==> src/hw/rtl/vvgs_sqrt.sv <==
// Pipelined integer square root, one result bit per stage, with a side tag.
// Depends on nothing but its parameters.
module vvgs_sqrt #(
   parameter int RAD_W = 62,
   parameter int TAG_W = 1
) (
   input  logic                 clock,
   input  logic                 reset,
   input  logic                 in_valid,
   input  logic [RAD_W-1:0]     in_rad,
   input  logic [TAG_W-1:0]     in_tag,
   output logic                 out_valid,
   output logic [RAD_W/2-1:0]   out_root,
   output logic [TAG_W-1:0]     out_tag
);
   localparam int STAGES = RAD_W / 2;
   localparam int ROOT_W = RAD_W / 2;
   localparam int REM_W  = ROOT_W + 3;

   logic              valid_ff [STAGES];
   logic [RAD_W-1:0]  rad_ff   [STAGES];
   logic [REM_W-1:0]  rem_ff   [STAGES];
   logic [ROOT_W-1:0] root_ff  [STAGES];
   logic [TAG_W-1:0]  tag_ff   [STAGES];

   for (genvar k = 0; k < STAGES; k++) begin : g_stage
      logic              valid_prev;
      logic [RAD_W-1:0]  rad_prev;
      logic [REM_W-1:0]  rem_prev;
      logic [ROOT_W-1:0] root_prev;
      logic [TAG_W-1:0]  tag_prev;
      logic [REM_W-1:0]  rem_shift;
      logic [REM_W-1:0]  trial;
      logic [REM_W-1:0]  rem_in;
      logic [ROOT_W-1:0] root_in;

      if (k == 0) begin : g_first
         assign valid_prev = in_valid;
         assign rad_prev   = in_rad;
         assign rem_prev   = '0;
         assign root_prev  = '0;
         assign tag_prev   = in_tag;
      end else begin : g_next
         assign valid_prev = valid_ff[k-1];
         assign rad_prev   = rad_ff[k-1];
         assign rem_prev   = rem_ff[k-1];
         assign root_prev  = root_ff[k-1];
         assign tag_prev   = tag_ff[k-1];
      end

      always_comb begin
         rem_shift = {rem_prev[REM_W-3:0], rad_prev[RAD_W-1 -: 2]};
         trial     = REM_W'({root_prev, 2'b01});
         if (rem_shift >= trial) begin
            rem_in  = rem_shift - trial;
            root_in = {root_prev[ROOT_W-2:0], 1'b1};
         end else begin
            rem_in  = rem_shift;
            root_in = {root_prev[ROOT_W-2:0], 1'b0};
         end
      end

      always_ff @(posedge clock) begin
         if (reset) begin
            valid_ff[k] <= 1'b0;
         end else begin
            valid_ff[k] <= valid_prev;
         end
         rad_ff[k]  <= rad_prev << 2;
         rem_ff[k]  <= rem_in;
         root_ff[k] <= root_in;
         tag_ff[k]  <= tag_prev;
      end
   end

   assign out_valid = valid_ff[STAGES-1];
   assign out_root  = root_ff[STAGES-1];
   assign out_tag   = tag_ff[STAGES-1];
endmodule

==> config.mk <==
export PLATFORM = sky130hd
export DESIGN_NAME = vvgs_sqrt
export DESIGN_NICKNAME = d
export VERILOG_FILES = /design/src/hw/rtl/vvgs_sqrt.sv
export SDC_FILE = /design/constraint.sdc
export NUM_CORES = 2
export LEC_CHECK = 0
export BUFFER_PORTS_ARGS = -buffer_cell sky130_fd_sc_hd__buf_2
export CORE_MARGIN = 2
export CORE_UTILIZATION = 50
export DETAILED_ROUTE_END_ITERATION = 10
export GPL_TIMING_DRIVEN = 0
export PLACE_DENSITY = 0.68
export SLEW_MARGIN = 20
export SYNTH_ARGS = -nofsm -noshare
export SYNTH_HDL_FRONTEND = slang
export SYNTH_SLANG_ARGS = --single-unit
==> constraint.sdc <==
create_clock -name clock -period 3.23 [get_ports clock]
set_input_delay 0.1615 -clock clock [delete_from_list [all_inputs] [get_ports clock]]
set_output_delay 0.1615 -clock clock [all_outputs]
set_load 0.02 [all_outputs]
Word level (Yosys, flattened, before mapping)
Memories as Yosys holds them, arrays and structs flattened.
Index checks and enable logic that the tools add are counted.
{"block": "classes", "n_addsub": 31, "magnitude_cmp": 31, "n_mux": 96, "bitwise": 31}
{"operator": "34-bit 2-to-1 mux", "n": 31}
{"operator": "34-bit by 33-bit greater-or-equal comparator with 1-bit output", "n": 30}
{"operator": "34-bit by 33-bit subtractor with 34-bit output", "n": 30}
{"operator": "1-bit 2-to-1 mux", "n": 65}
{"operator": "1-bit bitwise OR", "n": 31}
{"operator": "2-bit by 1-bit subtractor with 3-bit output, second input constant", "n": 1}
{"operator": "2-bit by 1-bit greater-or-equal comparator with 1-bit output, second input constant", "n": 1}
{"block": "word_totals", "ff_bits": 0, "ram_bits": 3937, "input_bits": 66, "out_inout_bits": 33, "elab_cells": 194, "mem_count": 5}
{"name": "rad_ff", "depth": 31, "width": 60, "rd": 30, "rd_clocked_by_memory_dff": 0, "write_ports": 31, "line": "21", "text": "logic [RAD_W-1:0] rad_ff [STAGES];"}
{"name": "rem_ff", "depth": 31, "width": 34, "rd": 30, "rd_clocked_by_memory_dff": 0, "write_ports": 31, "line": "22", "text": "logic [REM_W-1:0] rem_ff [STAGES];"}
{"name": "root_ff", "depth": 31, "width": 31, "rd": 31, "rd_clocked_by_memory_dff": 0, "write_ports": 31, "line": "23", "text": "logic [ROOT_W-1:0] root_ff [STAGES];"}
{"name": "tag_ff", "depth": 31, "width": 1, "rd": 31, "rd_clocked_by_memory_dff": 0, "write_ports": 31, "line": "24", "text": "logic [TAG_W-1:0] tag_ff [STAGES];"}
{"name": "valid_ff", "depth": 31, "width": 1, "rd": 31, "rd_clocked_by_memory_dff": 0, "write_ports": 31, "line": "20", "text": "logic valid_ff [STAGES];"}

Logic depth before layout (Yosys ltp)
{"block": "depth", "depth_word": 3, "mapped_depth": 16, "ltp_nobuf": 16}

Worst setup path after synthesis
Ideal clock, no wire load.
{"block": "synth_timing", "path_type": "register to register", "from": "memory root_ff[1][344] in the netlist's numbering", "to": "memory rem_ff[1][425] in the netlist's numbering", "setup_time_ns": 0.123, "t_arrival_ns": 3.168, "required_time_ns": 3.107, "setup_slack_ns": -0.062, "stages_incl_launch_ff": 14, "path_buffers": 1, "period_less_slack_ns": 3.292, "cell_sequence": "dfxtp_1 -> inv_1 -> ha_1 -> a21o_1 -> or3_1 -> o22ai_2 -> a31oi_1 -> a311oi_2 -> o31ai_1 -> a21o_1 -> a2111oi_2 -> buf_2 -> inv_2 -> mux2_1"}
{"element": "start, declared", "line": "23"}
{"element": "end, declared", "line": "22"}

==> impl_metrics.json <==
{
  "status": "finished with violations",
  "failed_checks": "setup timing",
  "finalClockSkew_ps": 50.15,
  "power.ir.vdd_worst_v": 0.0005882,
  "worst_slew_pin_slew_ps": 864.8,
  "totalWireLength_um": 186500,
  "clock_tree.root_cell": "sky130_fd_sc_hd__clkbuf_16",
  "via_per_inst": 5.176,
  "cap_viol_max_count": 0,
  "synth_largest_area_cell": "sky130_fd_sc_hd__dfxtp_1",
  "power-per-cell-area_nw_per_um2": 779.6,
  "reg2reg_from": "root_ff[1][279]",
  "power.static_leakage_nw": 48.27,
  "die_wd_um": 417.7,
  "yosys.cell_types.count": 92,
  "post-route-worst-setup-slack_ps": -201.2,
  "yosys_warnings": 0,
  "htree_num_levels": 4,
  "post-dp-hpwl_um": 132700,
  "timing.final.max_slew_violations": 0,
  "synth.cells.most_frequent": "sky130_fd_sc_hd__dfxtp_1 (2,401), sky130_fd_sc_hd__inv_1 (654), sky130_fd_sc_hd__nand2_1 (589)",
  "fmax_ghz": 0.2914,
  "overflow": 0,
  "floorplan.core_area_sq_um": 169700,
  "grt_util_all_layers_pct": 20.71,
  "synth.yosys.seq_area_share_pct": 56.18,
  "post_route_cells_drive_above_1_share_pct": 14.88,
  "antenna_violating_nets_post_route": 0,
  "worst_ep_required_time_ps": 3980,
  "netlist_area_sq_um": 85560,
  "yosysTopAreaCellShare_pct": 56.18,
  "io_pins": 99,
  "crit_fanout": 6,
  "detail_route.wl_per_cell_um": 16.44,
  "max-slew-margin-rel_pct": 40.85,
  "grt_setup_unrepaired": "yes",
  "port_buffers": 98,
  "remaining_drc_errors": 0,
  "global_route_wire_length_before_repair_um": 295100,
  "cts_num_sinks": 2401,
  "synthMostInstantiatedCell": "sky130_fd_sc_hd__dfxtp_1",
  "initial_antenna_violation_count": 4,
  "synth_to_final_area_change_pct": 20.93,
  "placed_instance_count": 10644,
  "timing.reg2reg.setup_slack_ps": -200,
  "number_of_standard_cells_in_the_final_layout_excluding_fillers": 11350,
  "final_min_period_over_clock_period_pct": 106.2,
  "synth.top_cells.by_area": "sky130_fd_sc_hd__dfxtp_1 (56%), sky130_fd_sc_hd__ha_1 (7.7%), sky130_fd_sc_hd__xor2_1 (3.8%)",
  "timing.reg2reg.worst_path_depth": 15,
  "final-setup-viol-count": 36,
  "cts-buffers-inserted": 227,
  "ys_seq_elements": 2401,
  "finalNetCount": 9531,
  "critical_path_class": "flop to flop",
  "floorplan.initialDensity_pct": 50.43,
  "first_global_vias": 58359,
  "place.gp.congestion": 0.9554,
  "hold_path_depth": 3,
  "detail_route.iter0.violations": 3208,
  "worst_ep_arrival_time_ps": 4180,
  "firstDrtPassIters": 7,
  "worst_setup_path_end_kind": "flop",
  "hold_viol_final": 0,
  "worst_setup_path_start_kind": "flop",
  "route.vias.total": 58750,
  "worst_hold_margin_ps": 158.2,
  "cells_after_synth": 8328,
  "cts_tree": "built",
  "postSynthNetCount": 8922,
  "grt_start_max_net_pins": 19,
  "hold_path_startpoint": "in_valid",
  "reg2reg_to": "rem_ff[1][344]",
  "final.setup.tns_ps": -3183,
  "synth-edff-count": 0,
  "max_clock_buf_depth": 3,
  "synthArstFlopShare_pct": 0,
  "placementRows": 151,
  "die_h_um": 417.7,
  "period_minus_slack_ps": 3431,
  "synth-main-ff-cell": "sky130_fd_sc_hd__dfxtp_1",
  "worstSkewPairLatency_ps": 860,
  "worst_min_delay_path_category": "primary input to flop",
  "dieArea_sq_um": 174400,
  "postSynthAreaPerCell_sq_um": 10.27,
  "hold-path-endpoint": "valid_ff[0][0]",
  "worst_setup_hold_path_clk_slew_ps": 60
}
metrics by stage:
stage	power [mW]	setup slack [ps]	utilization, %	area (sq um)
final	80.66	-201.2	60.98	103500
after floorplan	46.78	18.65	-	85570
after CTS	80.15	-172.1	59.63	101200
after detailed placement	50.55	-1149	52.37	88850
after global routing	84.56	-246.7	60.98	103500
after global placement	50.27	-1209	52.36	88840
cells in the final DEF (no fill, tap or decap), drive strengths merged, types with 29 or more instances in the layout:
master	synthesis	layout
o31ai	52	52
a21o	208	208
nand4	80	80
nor2	519	519
o21bai	45	45
nand2	589	589
xnor2	366	366
or4	39	39
xor2	373	373
a31oi	34	34
or2	41	41
nand2b	110	110
a21oi	513	513
a211oi	31	32
dlygate4sd3	0	130
and3	46	46
inv	659	665
clkinv	1	63
bufinv	0	35
mux2	59	59
o21a	90	90
nand3b	29	29
and2	33	33
buf	23	294
or3	84	84
dfxtp	2401	2401
nor3	197	197
o21ai	456	456
nand3	130	130
clkbuf	113	401
nor4	109	109
ha	528	528
nor2b	118	118
flip-flops by register name, summed over array words and instances, names as in the netlist:
signal	count
rad_ff	930
rem_ff	913
root_ff	496
tag_ff	31
valid_ff	31
worst max path at each step:
stage	start	end	slack, ps
3_5_place_dp	root_ff[1][186]	rem_ff[1][257]	-1150
3_3_place_gp	root_ff[1][72]	rem_ff[1][111]	-1210
2_1_floorplan	root_ff[1][279]	rem_ff[1][343]	20
6_report	root_ff[1][279]	rem_ff[1][344]	-200
4_1_cts	root_ff[1][279]	rem_ff[1][367]	-170
5_1_grt	root_ff[1][279]	rem_ff[1][344]	-250
where the power goes:
| group | internal (mW) | switching [mW] | leakage [nW] | total [mW] |
|---|---|---|---|---|
| combinational | 6.50 | 7.51 | 24.2 | 14.0 |
| clock | 16.9 | 11.4 | 4.04 | 28.3 |
| sequential | 34.4 | 3.91 | 20.1 | 38.4 |
worst max-delay path, cell delays in order (launching register included):
cell and delay, ps:
sky130_fd_sc_hd__dfxtp_2 340, sky130_fd_sc_hd__inv_2 40, sky130_fd_sc_hd__ha_4 200, sky130_fd_sc_hd__nor2b_4 120, sky130_fd_sc_hd__o21a_1 190, sky130_fd_sc_hd__o21ai_2 220, sky130_fd_sc_hd__a311oi_4 150, sky130_fd_sc_hd__o41ai_4 340
sky130_fd_sc_hd__o21ai_2 120, sky130_fd_sc_hd__a221o_1 400, sky130_fd_sc_hd__a41o_1 300, sky130_fd_sc_hd__a41oi_4 250, sky130_fd_sc_hd__buf_12 170, sky130_fd_sc_hd__buf_12 120, sky130_fd_sc_hd__inv_12 40, sky130_fd_sc_hd__mux2_4 300
final cells by class:
cell class | instances | area, sq um
fill | 13517 | 66190
sequential | 2401 | 48140
multi-input combinational | 5132 | 37620
clock buffer | 310 | 6464
timing repair buffer | 397 | 3303
tap | 2218 | 2775
inverter | 660 | 2509
clock inverter | 113 | 1805
buffer | 118 | 843.3
antenna | 1 | 2.502
routing by layer:
layer | GRT usage [%] | routed length [um]
met5 | 0 | 0
met2 | 36.26 | 91430
met1 | 25.46 | 80050
met3 | 3.184 | 8104
met4 | 8.236 | 6958
cells by family (layout without fill, tap and decap cells):
kind of cell | count (synthesis) | in the layout | share of synthesized area [%]
other cells | 1 | 2 | 0.004383
fa+ha+maj | 528 | 528 | 7.722
simple gates | 2184 | 2184 | 12.58
xor+xnor | 739 | 739 | 7.565
buf+inv | 796 | 1598 | 3.519
mux | 68 | 68 | 0.8818
compound gates | 1611 | 1612 | 11.55
flops | 2401 | 2401 | 56.18
what timing repair did:
item,4_1_cts,5_1_grt
gates resized for setup,485,485
cloned,7,4
setup buffers,94,69
hold buffers,130,0
endpoints found under the hold margin,95,0
pin swaps,111,151
endpoints found under the setup margin,661,615
(Power assumes the default switching activity.)
