**config.mk**
```make
export PLATFORM = sky130hd
export DESIGN_NAME = vvgs_div
export DESIGN_NICKNAME = d
export VERILOG_FILES = /design/src/hw/rtl/vvgs_div.sv
export SDC_FILE = /design/constraint.sdc
export NUM_CORES = 2
export LEC_CHECK = 0
export ABC_AREA = 1
export ABC_CLOCK_PERIOD_IN_PS = 4700
export BUFFER_PORTS_ARGS = -buffer_cell sky130_fd_sc_hd__buf_2
export CORE_ASPECT_RATIO = 2
export CORE_UTILIZATION = 33
export DETAILED_ROUTE_END_ITERATION = 8
export GPL_TIMING_DRIVEN = 0
export SLEW_MARGIN = 40
export SYNTH_ARGS = -nofsm -noshare
export SYNTH_HDL_FRONTEND = slang
export SYNTH_SLANG_ARGS = --single-unit
```
**constraint.sdc**
```tcl
create_clock -name clock -period 4.7 [get_ports clock]
set_clock_uncertainty 0.15 [all_clocks]
set_input_delay 0.47 -clock clock [delete_from_list [all_inputs] [get_ports clock]]
set_output_delay 0.47 -clock clock [all_outputs]
set_load 0.01 [all_outputs]
```
**src/hw/rtl/vvgs_div.sv**
```systemverilog
// Pipelined restoring divider, one quotient bit per stage, with a side tag.
// The numerator must be below the divisor shifted left by the quotient width.
module vvgs_div #(
   parameter int NUM_W = 48,
   parameter int DEN_W = 33,
   parameter int QUO_W = 17,
   parameter int TAG_W = 1
) (
   input  logic             clock,
   input  logic             reset,
   input  logic             in_valid,
   input  logic [NUM_W-1:0] in_num,
   input  logic [DEN_W-1:0] in_den,
   input  logic [TAG_W-1:0] in_tag,
   output logic             out_valid,
   output logic [QUO_W-1:0] out_quo,
   output logic [TAG_W-1:0] out_tag
);
   localparam int WIDE = (NUM_W > DEN_W + QUO_W) ? NUM_W : DEN_W + QUO_W;

   logic             valid_ff [QUO_W];
   logic [NUM_W-1:0] rem_ff   [QUO_W];
   logic [DEN_W-1:0] den_ff   [QUO_W];
   logic [QUO_W-1:0] quo_ff   [QUO_W];
   logic [TAG_W-1:0] tag_ff   [QUO_W];

   for (genvar k = 0; k < QUO_W; k++) begin : g_stage
      localparam int SH = QUO_W - 1 - k;
      logic             valid_prev;
      logic [NUM_W-1:0] rem_prev;
      logic [DEN_W-1:0] den_prev;
      logic [QUO_W-1:0] quo_prev;
      logic [TAG_W-1:0] tag_prev;
      logic [WIDE-1:0]  rem_ext;
      logic [WIDE-1:0]  den_sh;
      logic             fits;

      if (k == 0) begin : g_first
         assign valid_prev = in_valid;
         assign rem_prev   = in_num;
         assign den_prev   = in_den;
         assign quo_prev   = '0;
         assign tag_prev   = in_tag;
      end else begin : g_next
         assign valid_prev = valid_ff[k-1];
         assign rem_prev   = rem_ff[k-1];
         assign den_prev   = den_ff[k-1];
         assign quo_prev   = quo_ff[k-1];
         assign tag_prev   = tag_ff[k-1];
      end

      assign rem_ext = WIDE'(rem_prev);
      assign den_sh  = WIDE'(den_prev) << SH;
      assign fits    = (rem_ext >= den_sh);

      always_ff @(posedge clock) begin
         if (reset) begin
            valid_ff[k] <= 1'b0;
         end else begin
            valid_ff[k] <= valid_prev;
         end
         rem_ff[k] <= fits ? NUM_W'(rem_ext - den_sh) : rem_prev;
         den_ff[k] <= den_prev;
         quo_ff[k] <= {quo_prev[QUO_W-2:0], fits};
         tag_ff[k] <= tag_prev;
      end
   end

   assign out_valid = valid_ff[QUO_W-1];
   assign out_quo   = quo_ff[QUO_W-1];
   assign out_tag   = tag_ff[QUO_W-1];
endmodule

```
==> impl_summary.md, run 1 <==
Synthesis
Counting distinct cell types in the post-synthesis netlist gives between 40 and 50. After synthesis, the most frequently instantiated cells are sky130_fd_sc_hd__nand2_1, sky130_fd_sc_hd__inv_1, sky130_fd_sc_hd__dfxtp_1. The cell type contributing the most total cell area after synthesis is sky130_fd_sc_hd__dfxtp_1. Of the synthesized area, sequential elements account for about a third. The average cell area after synthesis is approximately 6.1 sq um. For this run, asynchronously set or reset flops after synthesis account for 0%. Counting flops and latches in the post-synthesis netlist gives 1,483. Ranked by total cell area, the synthesized netlist is headed by sky130_fd_sc_hd__dfxtp_1, sky130_fd_sc_hd__nand2_1, sky130_fd_sc_hd__inv_1.

The instance count of the mapped netlist is 14,585. Yosys mapped a number of flops with a built-in enable equal to 0. For this run, the leading register cell type out of synthesis is sky130_fd_sc_hd__dfxtp_1. For this run, the number of Yosys warnings is 0.

Summing every instance area after synthesis gives between 80,000 and 90,000 sq um. The most frequent cell after synthesis is sky130_fd_sc_hd__nand2_1. The synthesized netlist net count is about 15,000. The share of Yosys cell area claimed by the top area cell type is 33.29%.

Die
The number of cell rows is between 200 and 300. The x dimension of the die is 369.6 um. The I/O pin total is 104.

The vertical extent of the die is between 700 and 800 um. The starting utilization of the core area is approximately a third.

Clock network
The clock passes through at most 4 buffers. Buffers added to address setup during post-CTS repair amount to 0. The count of clock tree sinks is about 1,500. The CTS buffer count is around 160. The number of H-tree levels is 4. In this run the clock root is driven by a sky130_fd_sc_hd__clkbuf_16.

Outcome
The tool reported: "[ERROR GRT-0116] Global routing finished with congestion. Check the congestion regions in the DRC Viewer". The flow did not finish. The flow halted during 5_1_grt.

Global route
The wire length of the first global-routing pass is 1,124,000 um. The number of global-route vias before repair was 117,228. Entering global routing, the biggest net connects 19 pins. Global routing used about three fifths of the available tracks. Global routing finished with a remaining overflow of around 1,600.

Placement
Before CTS, the worst setup slack after placement is ~210 ps. The number of buffers added on ports is roughly 100. The number of placed instances, taps included is approximately 18,000. The half-perimeter wire length of the detailed placement result is ~510,000 um. Routability-driven placement finished with a final weighted congestion of between 1 and 1.5.
## cell families after synthesis
logic type,count (synthesis),synth area share [%]
buffers and inverters,3128,13.63
AO/OA/AOI/OAI,555,3.448
AND/OR/NAND/NOR,8546,38.50
XOR/XNOR,297,2.917
flip-flops,1483,33.29
adder cells (fa/ha/maj),576,8.215
## through the flow
| step | utilization, % | instance area (sq um) | hold slack, ps |
|---|---|---|---|
| floorplan | - | 89190 | 159.6 |
| global placement | 35.04 | 94100 | 161.2 |
| detailed placement | 35.19 | 94520 | 162.1 |
| CTS | 37.55 | 100800 | 23.81 |
## timing repair
action / in CTS
resized for setup: 0
endpoints found under the setup margin: 0
hold buffers: 85
hold endpoints to repair: 89
## metal layers
metal	GRT overflow	global-route usage [%]
met1	24	47.72
met2	995	86.91
met3	37	36.78
met4	502	68.85
met5	0	11.63
==> run 2, diff against run 1 <==
--- a/config.mk
+++ b/config.mk
@@ -8,10 +8,10 @@
 export ABC_AREA = 1
 export ABC_CLOCK_PERIOD_IN_PS = 4700
 export BUFFER_PORTS_ARGS = -buffer_cell sky130_fd_sc_hd__buf_2
-export CORE_ASPECT_RATIO = 2
-export CORE_UTILIZATION = 33
+export CORE_UTILIZATION = 20
 export DETAILED_ROUTE_END_ITERATION = 8
 export GPL_TIMING_DRIVEN = 0
+export PLACE_DENSITY_LB_ADDON = 0.15
 export SLEW_MARGIN = 40
 export SYNTH_ARGS = -nofsm -noshare
 export SYNTH_HDL_FRONTEND = slang
==> run 2 against run 1 <==
Against the previous run: the flow now finishes without violations; synthesized cell count stayed put; area after synthesis stayed put.
==> impl_summary.md, run 2 <==
Outcome
The flow ran to the end, and the final reports show no timing, DRC or antenna violations.

Clock network
The H-tree was split into 4 levels. The CTS buffer count is 181. TritonCTS built the clock tree. The root buffer cell chosen for the clock tree is sky130_fd_sc_hd__clkbuf_16.

Counting along the longest clock path gives a buffer depth of 4. In this run the post-CTS setup repair buffer count came out at 0. The count of clock tree sinks is 1,483. The clock latency of the later-clocked register in the worst-skew pair is between 800 and 900 ps. The clock slew seen by the registers of the worst setup and hold paths is roughly 60 ps.

Min path
The worst hold path belongs to the class in2reg.

Route
The vias per cell is 3.973. After detailed routing, the average wire length per cell comes to around 18 um. The first TritonRoute pass finished after 8 iterations.

The detailed-route DRC error count is 0. The count of nets left with antenna violations after detail routing is 0. After the first detailed-routing iteration, the DRC count stood at around 5,600. The via total after detailed routing is roughly 84,000. For this block, the routed nets add up to approximately 370,000 um of wire.

Placement
At the end of routability-driven placement, the weighted congestion stood at around 0.9. The total cell area at the placement stage is between 90,000 and 100,000 sq um. The half-perimeter wire length of the detailed placement result is 321,600 um. Input and output buffers added on the ports amount to approximately 100.

Job
The tool flagged a number of max-cap violations equal to 0.

Power and ir drop
Power spread over the standard cell area amounts to slightly below 700 nW/um^2. Internal power comes to around 37 mW. The largest vdd supply drop is between 0.2 and 0.3 mV. The analysis attributes to net switching a power of 35.38 mW. The fraction of power consumed by the clock network is between 20% and 30%. The switching part of the total power is between 40% and 50%. For this design the static power due to leakage is around 58 nW. The share of total power dissipated in combinational logic is between 50% and 60%.

Sequential cells burn 27.3% of the power.

Die
For this configuration, the core starts out at a cell density of between 20 and 25%. The die covers ~450,000 sq um. The floorplan has roughly 240 rows. The region available for standard cell placement spans 442,700 sq um.

The vertical extent of the die is about 670 um. The floorplan step set the die width to about 670 um. The I/O pin total is roughly 100.

Synthesis
Ranked by total cell area, the synthesized netlist is headed by sky130_fd_sc_hd__dfxtp_1, sky130_fd_sc_hd__nand2_1, sky130_fd_sc_hd__inv_1. The netlist area before placement is 89,190 sq um. The largest total area in the synthesized netlist belongs to sky130_fd_sc_hd__dfxtp_1. The number of flops mapped to enable cells by yosys is 0. The commonest register cell after synthesis is sky130_fd_sc_hd__dfxtp_1.

The most common cell in the synthesized netlist is sky130_fd_sc_hd__nand2_1. The instance count of the mapped netlist is approximately 15,000. The share of Yosys cell area claimed by the top area cell type is 33.29%.

The synthesized netlist net count is 15,246. The count of synthesis-stage warnings from yosys is 0. After synthesis, the most frequently instantiated cells are sky130_fd_sc_hd__nand2_1, sky130_fd_sc_hd__inv_1, sky130_fd_sc_hd__dfxtp_1. Counting distinct cell types in the post-synthesis netlist gives 45.

The average cell area after synthesis is a little over 6 sq um. Counting flops with an async set or reset pin after synthesis yields a share of 0%. The register bit count reported by yosys is 1,483. Sequential cells were found to cover 33.29% of the synthesized design area.

Setup path
For the worst setup path, the data required time is roughly 5200 ps. The flop-to-flop setup slack is between 1000 and 1500 ps. The worst setup path is captured at a flop.

The category of the worst setup path launch point is a flop. The arrival time of data at the critical path endpoint is approximately 4100 ps. The type of the setup path with the least slack is reg2reg. Of all nets on the critical path, the largest fanout is 10.

Global route
The number of global-route vias before repair is ~80,000. The initial antenna violation count is 15. Global routing consumed, on the met2 layer, approximately 29% of the routing resources. In this run the most used layer during global routing was met2. The global routing usage on met3 is roughly 1.5%. Global routing consumed, on the met1 layer, 20.96% of the routing resources. The sum of overflow across all layers after global routing is 0. Global routing used approximately 16% of the available tracks. The largest net degree at the start of global routing is 16.

The first global-routing pass estimated ~540,000 um of wire.

Timing
After routing, the total negative slack on setup checks comes to 0 ps. The headroom to the max-slew limit is ~48%. The hold violation count in the final report is 0. The final max-slew violation count is 0.

Setup repair after global routing left no endpoint under its margin. The transition at the pin with the smallest max-transition slack is 771.3 ps. The maximum clock frequency is 0.2799 GHz. The final period utilization is about 76%. The final setup violation count is 0. The minimum clock period is around 3600 ps.

Cells and area
Leaving out fill and tap cells, the most frequent cell in the layout is sky130_fd_sc_hd__nand2_1. The area growth from synthesis to layout is 16.94%. Of the cells placed in the final design, the portion with a size suffix greater than 1 is under 10%. The cell area after layout is between 100,000 and 150,000 sq um.

The flip-flop count of the largest register, all copies and words added is 768. In the final layout, the registers with the most flip-flops are rem_ff (768), den_ff (528), quo_ff (153). The number of filler instances in the final layout is a little over 50,000. The top cell types in the final layout, fill and taps aside, are sky130_fd_sc_hd__nand2_1, sky130_fd_sc_hd__inv_1, sky130_fd_sc_hd__dfxtp_1. The register with the most flip-flops is rem_ff.

The count of nets after finishing is between 15,000 and 20,000.
## run 2: per-stage QoR
stage               setup slack, ps  util [%]  hold slack (ps)  std cells  power, mW
floorplan                      2424         -            159.6      14585      43.46
global placement               1124     21.93            159.6      20591      57.77
detailed placement             1238     21.93            162.1      20591      57.55
CTS                            1149     23.56            5.606      21007      72.99
global route                   1053     23.56            50.51      21008      78.41
finish                         1127     23.56            111.1      21017      71.95
## run 2: critical path, stage by stage (launching register included)
cell	delay [ps]
sky130_fd_sc_hd__dfxtp_1	600
sky130_fd_sc_hd__inv_1	90
sky130_fd_sc_hd__ha_1	390
sky130_fd_sc_hd__nand2_1	170
sky130_fd_sc_hd__inv_1	50
sky130_fd_sc_hd__nand2_1	60
sky130_fd_sc_hd__nand2_1	60
sky130_fd_sc_hd__nand2_1	60
sky130_fd_sc_hd__nand2_1	110
sky130_fd_sc_hd__a21oi_1	360
sky130_fd_sc_hd__nand4_2	580
sky130_fd_sc_hd__buf_4	410
sky130_fd_sc_hd__nand2_1	80
sky130_fd_sc_hd__nand2_1	150
## run 2: path summary, 6_finish.rpt
check	endpoint	startpoint	cells past startpoint
max	rem_ff[0][365]	den_ff[0][223]	13
min	den_ff[0][6]	in_den[6]	2
max reg2reg	rem_ff[0][365]	den_ff[0][223]	13
min reg2reg	quo_ff[0][194]	quo_ff[0][176]	0
## run 2: power by group through the flow
stage / combinational (mW) / clock, mW / sequential [mW]
after global routing: 42.6 / 15.9 / 19.9
final: 37.5 / 14.9 / 19.6
after global placement: 37.7 / 0 / 20.1
after floorplan: 25.7 / 0 / 17.7
after CTS: 37.7 / 15.5 / 19.8
after detailed placement: 37.5 / 0 / 20.0
## run 2: cells by family (layout without fill, tap and decap cells)
kind of cell | count (synthesis) | after routing | synth area share, %
buf+inv | 3128 | 3646 | 13.63
flops | 1483 | 1483 | 33.29
fa+ha+maj | 576 | 576 | 8.215
other cells | 0 | 10 | 0
xor+xnor | 297 | 297 | 2.917
compound gates | 555 | 555 | 3.448
simple gates | 8546 | 8546 | 38.50
## run 2: area by class of cell
cell class                 count  area [sq um]  share of cell area [%]
buffer                       114         839.6                  0.8050
clock inverter                94          1211                   1.161
sequential                  1483         29690                   28.47
multi-input combinational   9974         47350                   45.40
clock buffer                 236          5111                   4.901
tap                         5904          7387                   7.083
antenna                       10         25.02                 0.02399
timing repair buffer         188          1371                   1.315
inverter                    3014         11310                   10.85
## run 2: what timing repair did
action,4_1_cts,5_1_grt
resized for setup,0,0
hold endpoints to repair,89,0
hold buffers,86,0
## run 2: layer usage
metal  up-vias  wire length, um
li1      44242                -
met1     37404           170600
met2      1510           178600
met3       351            13790
met4         2             9311
met5         -               13
Note: power is estimated with default switching activity, not from simulation.
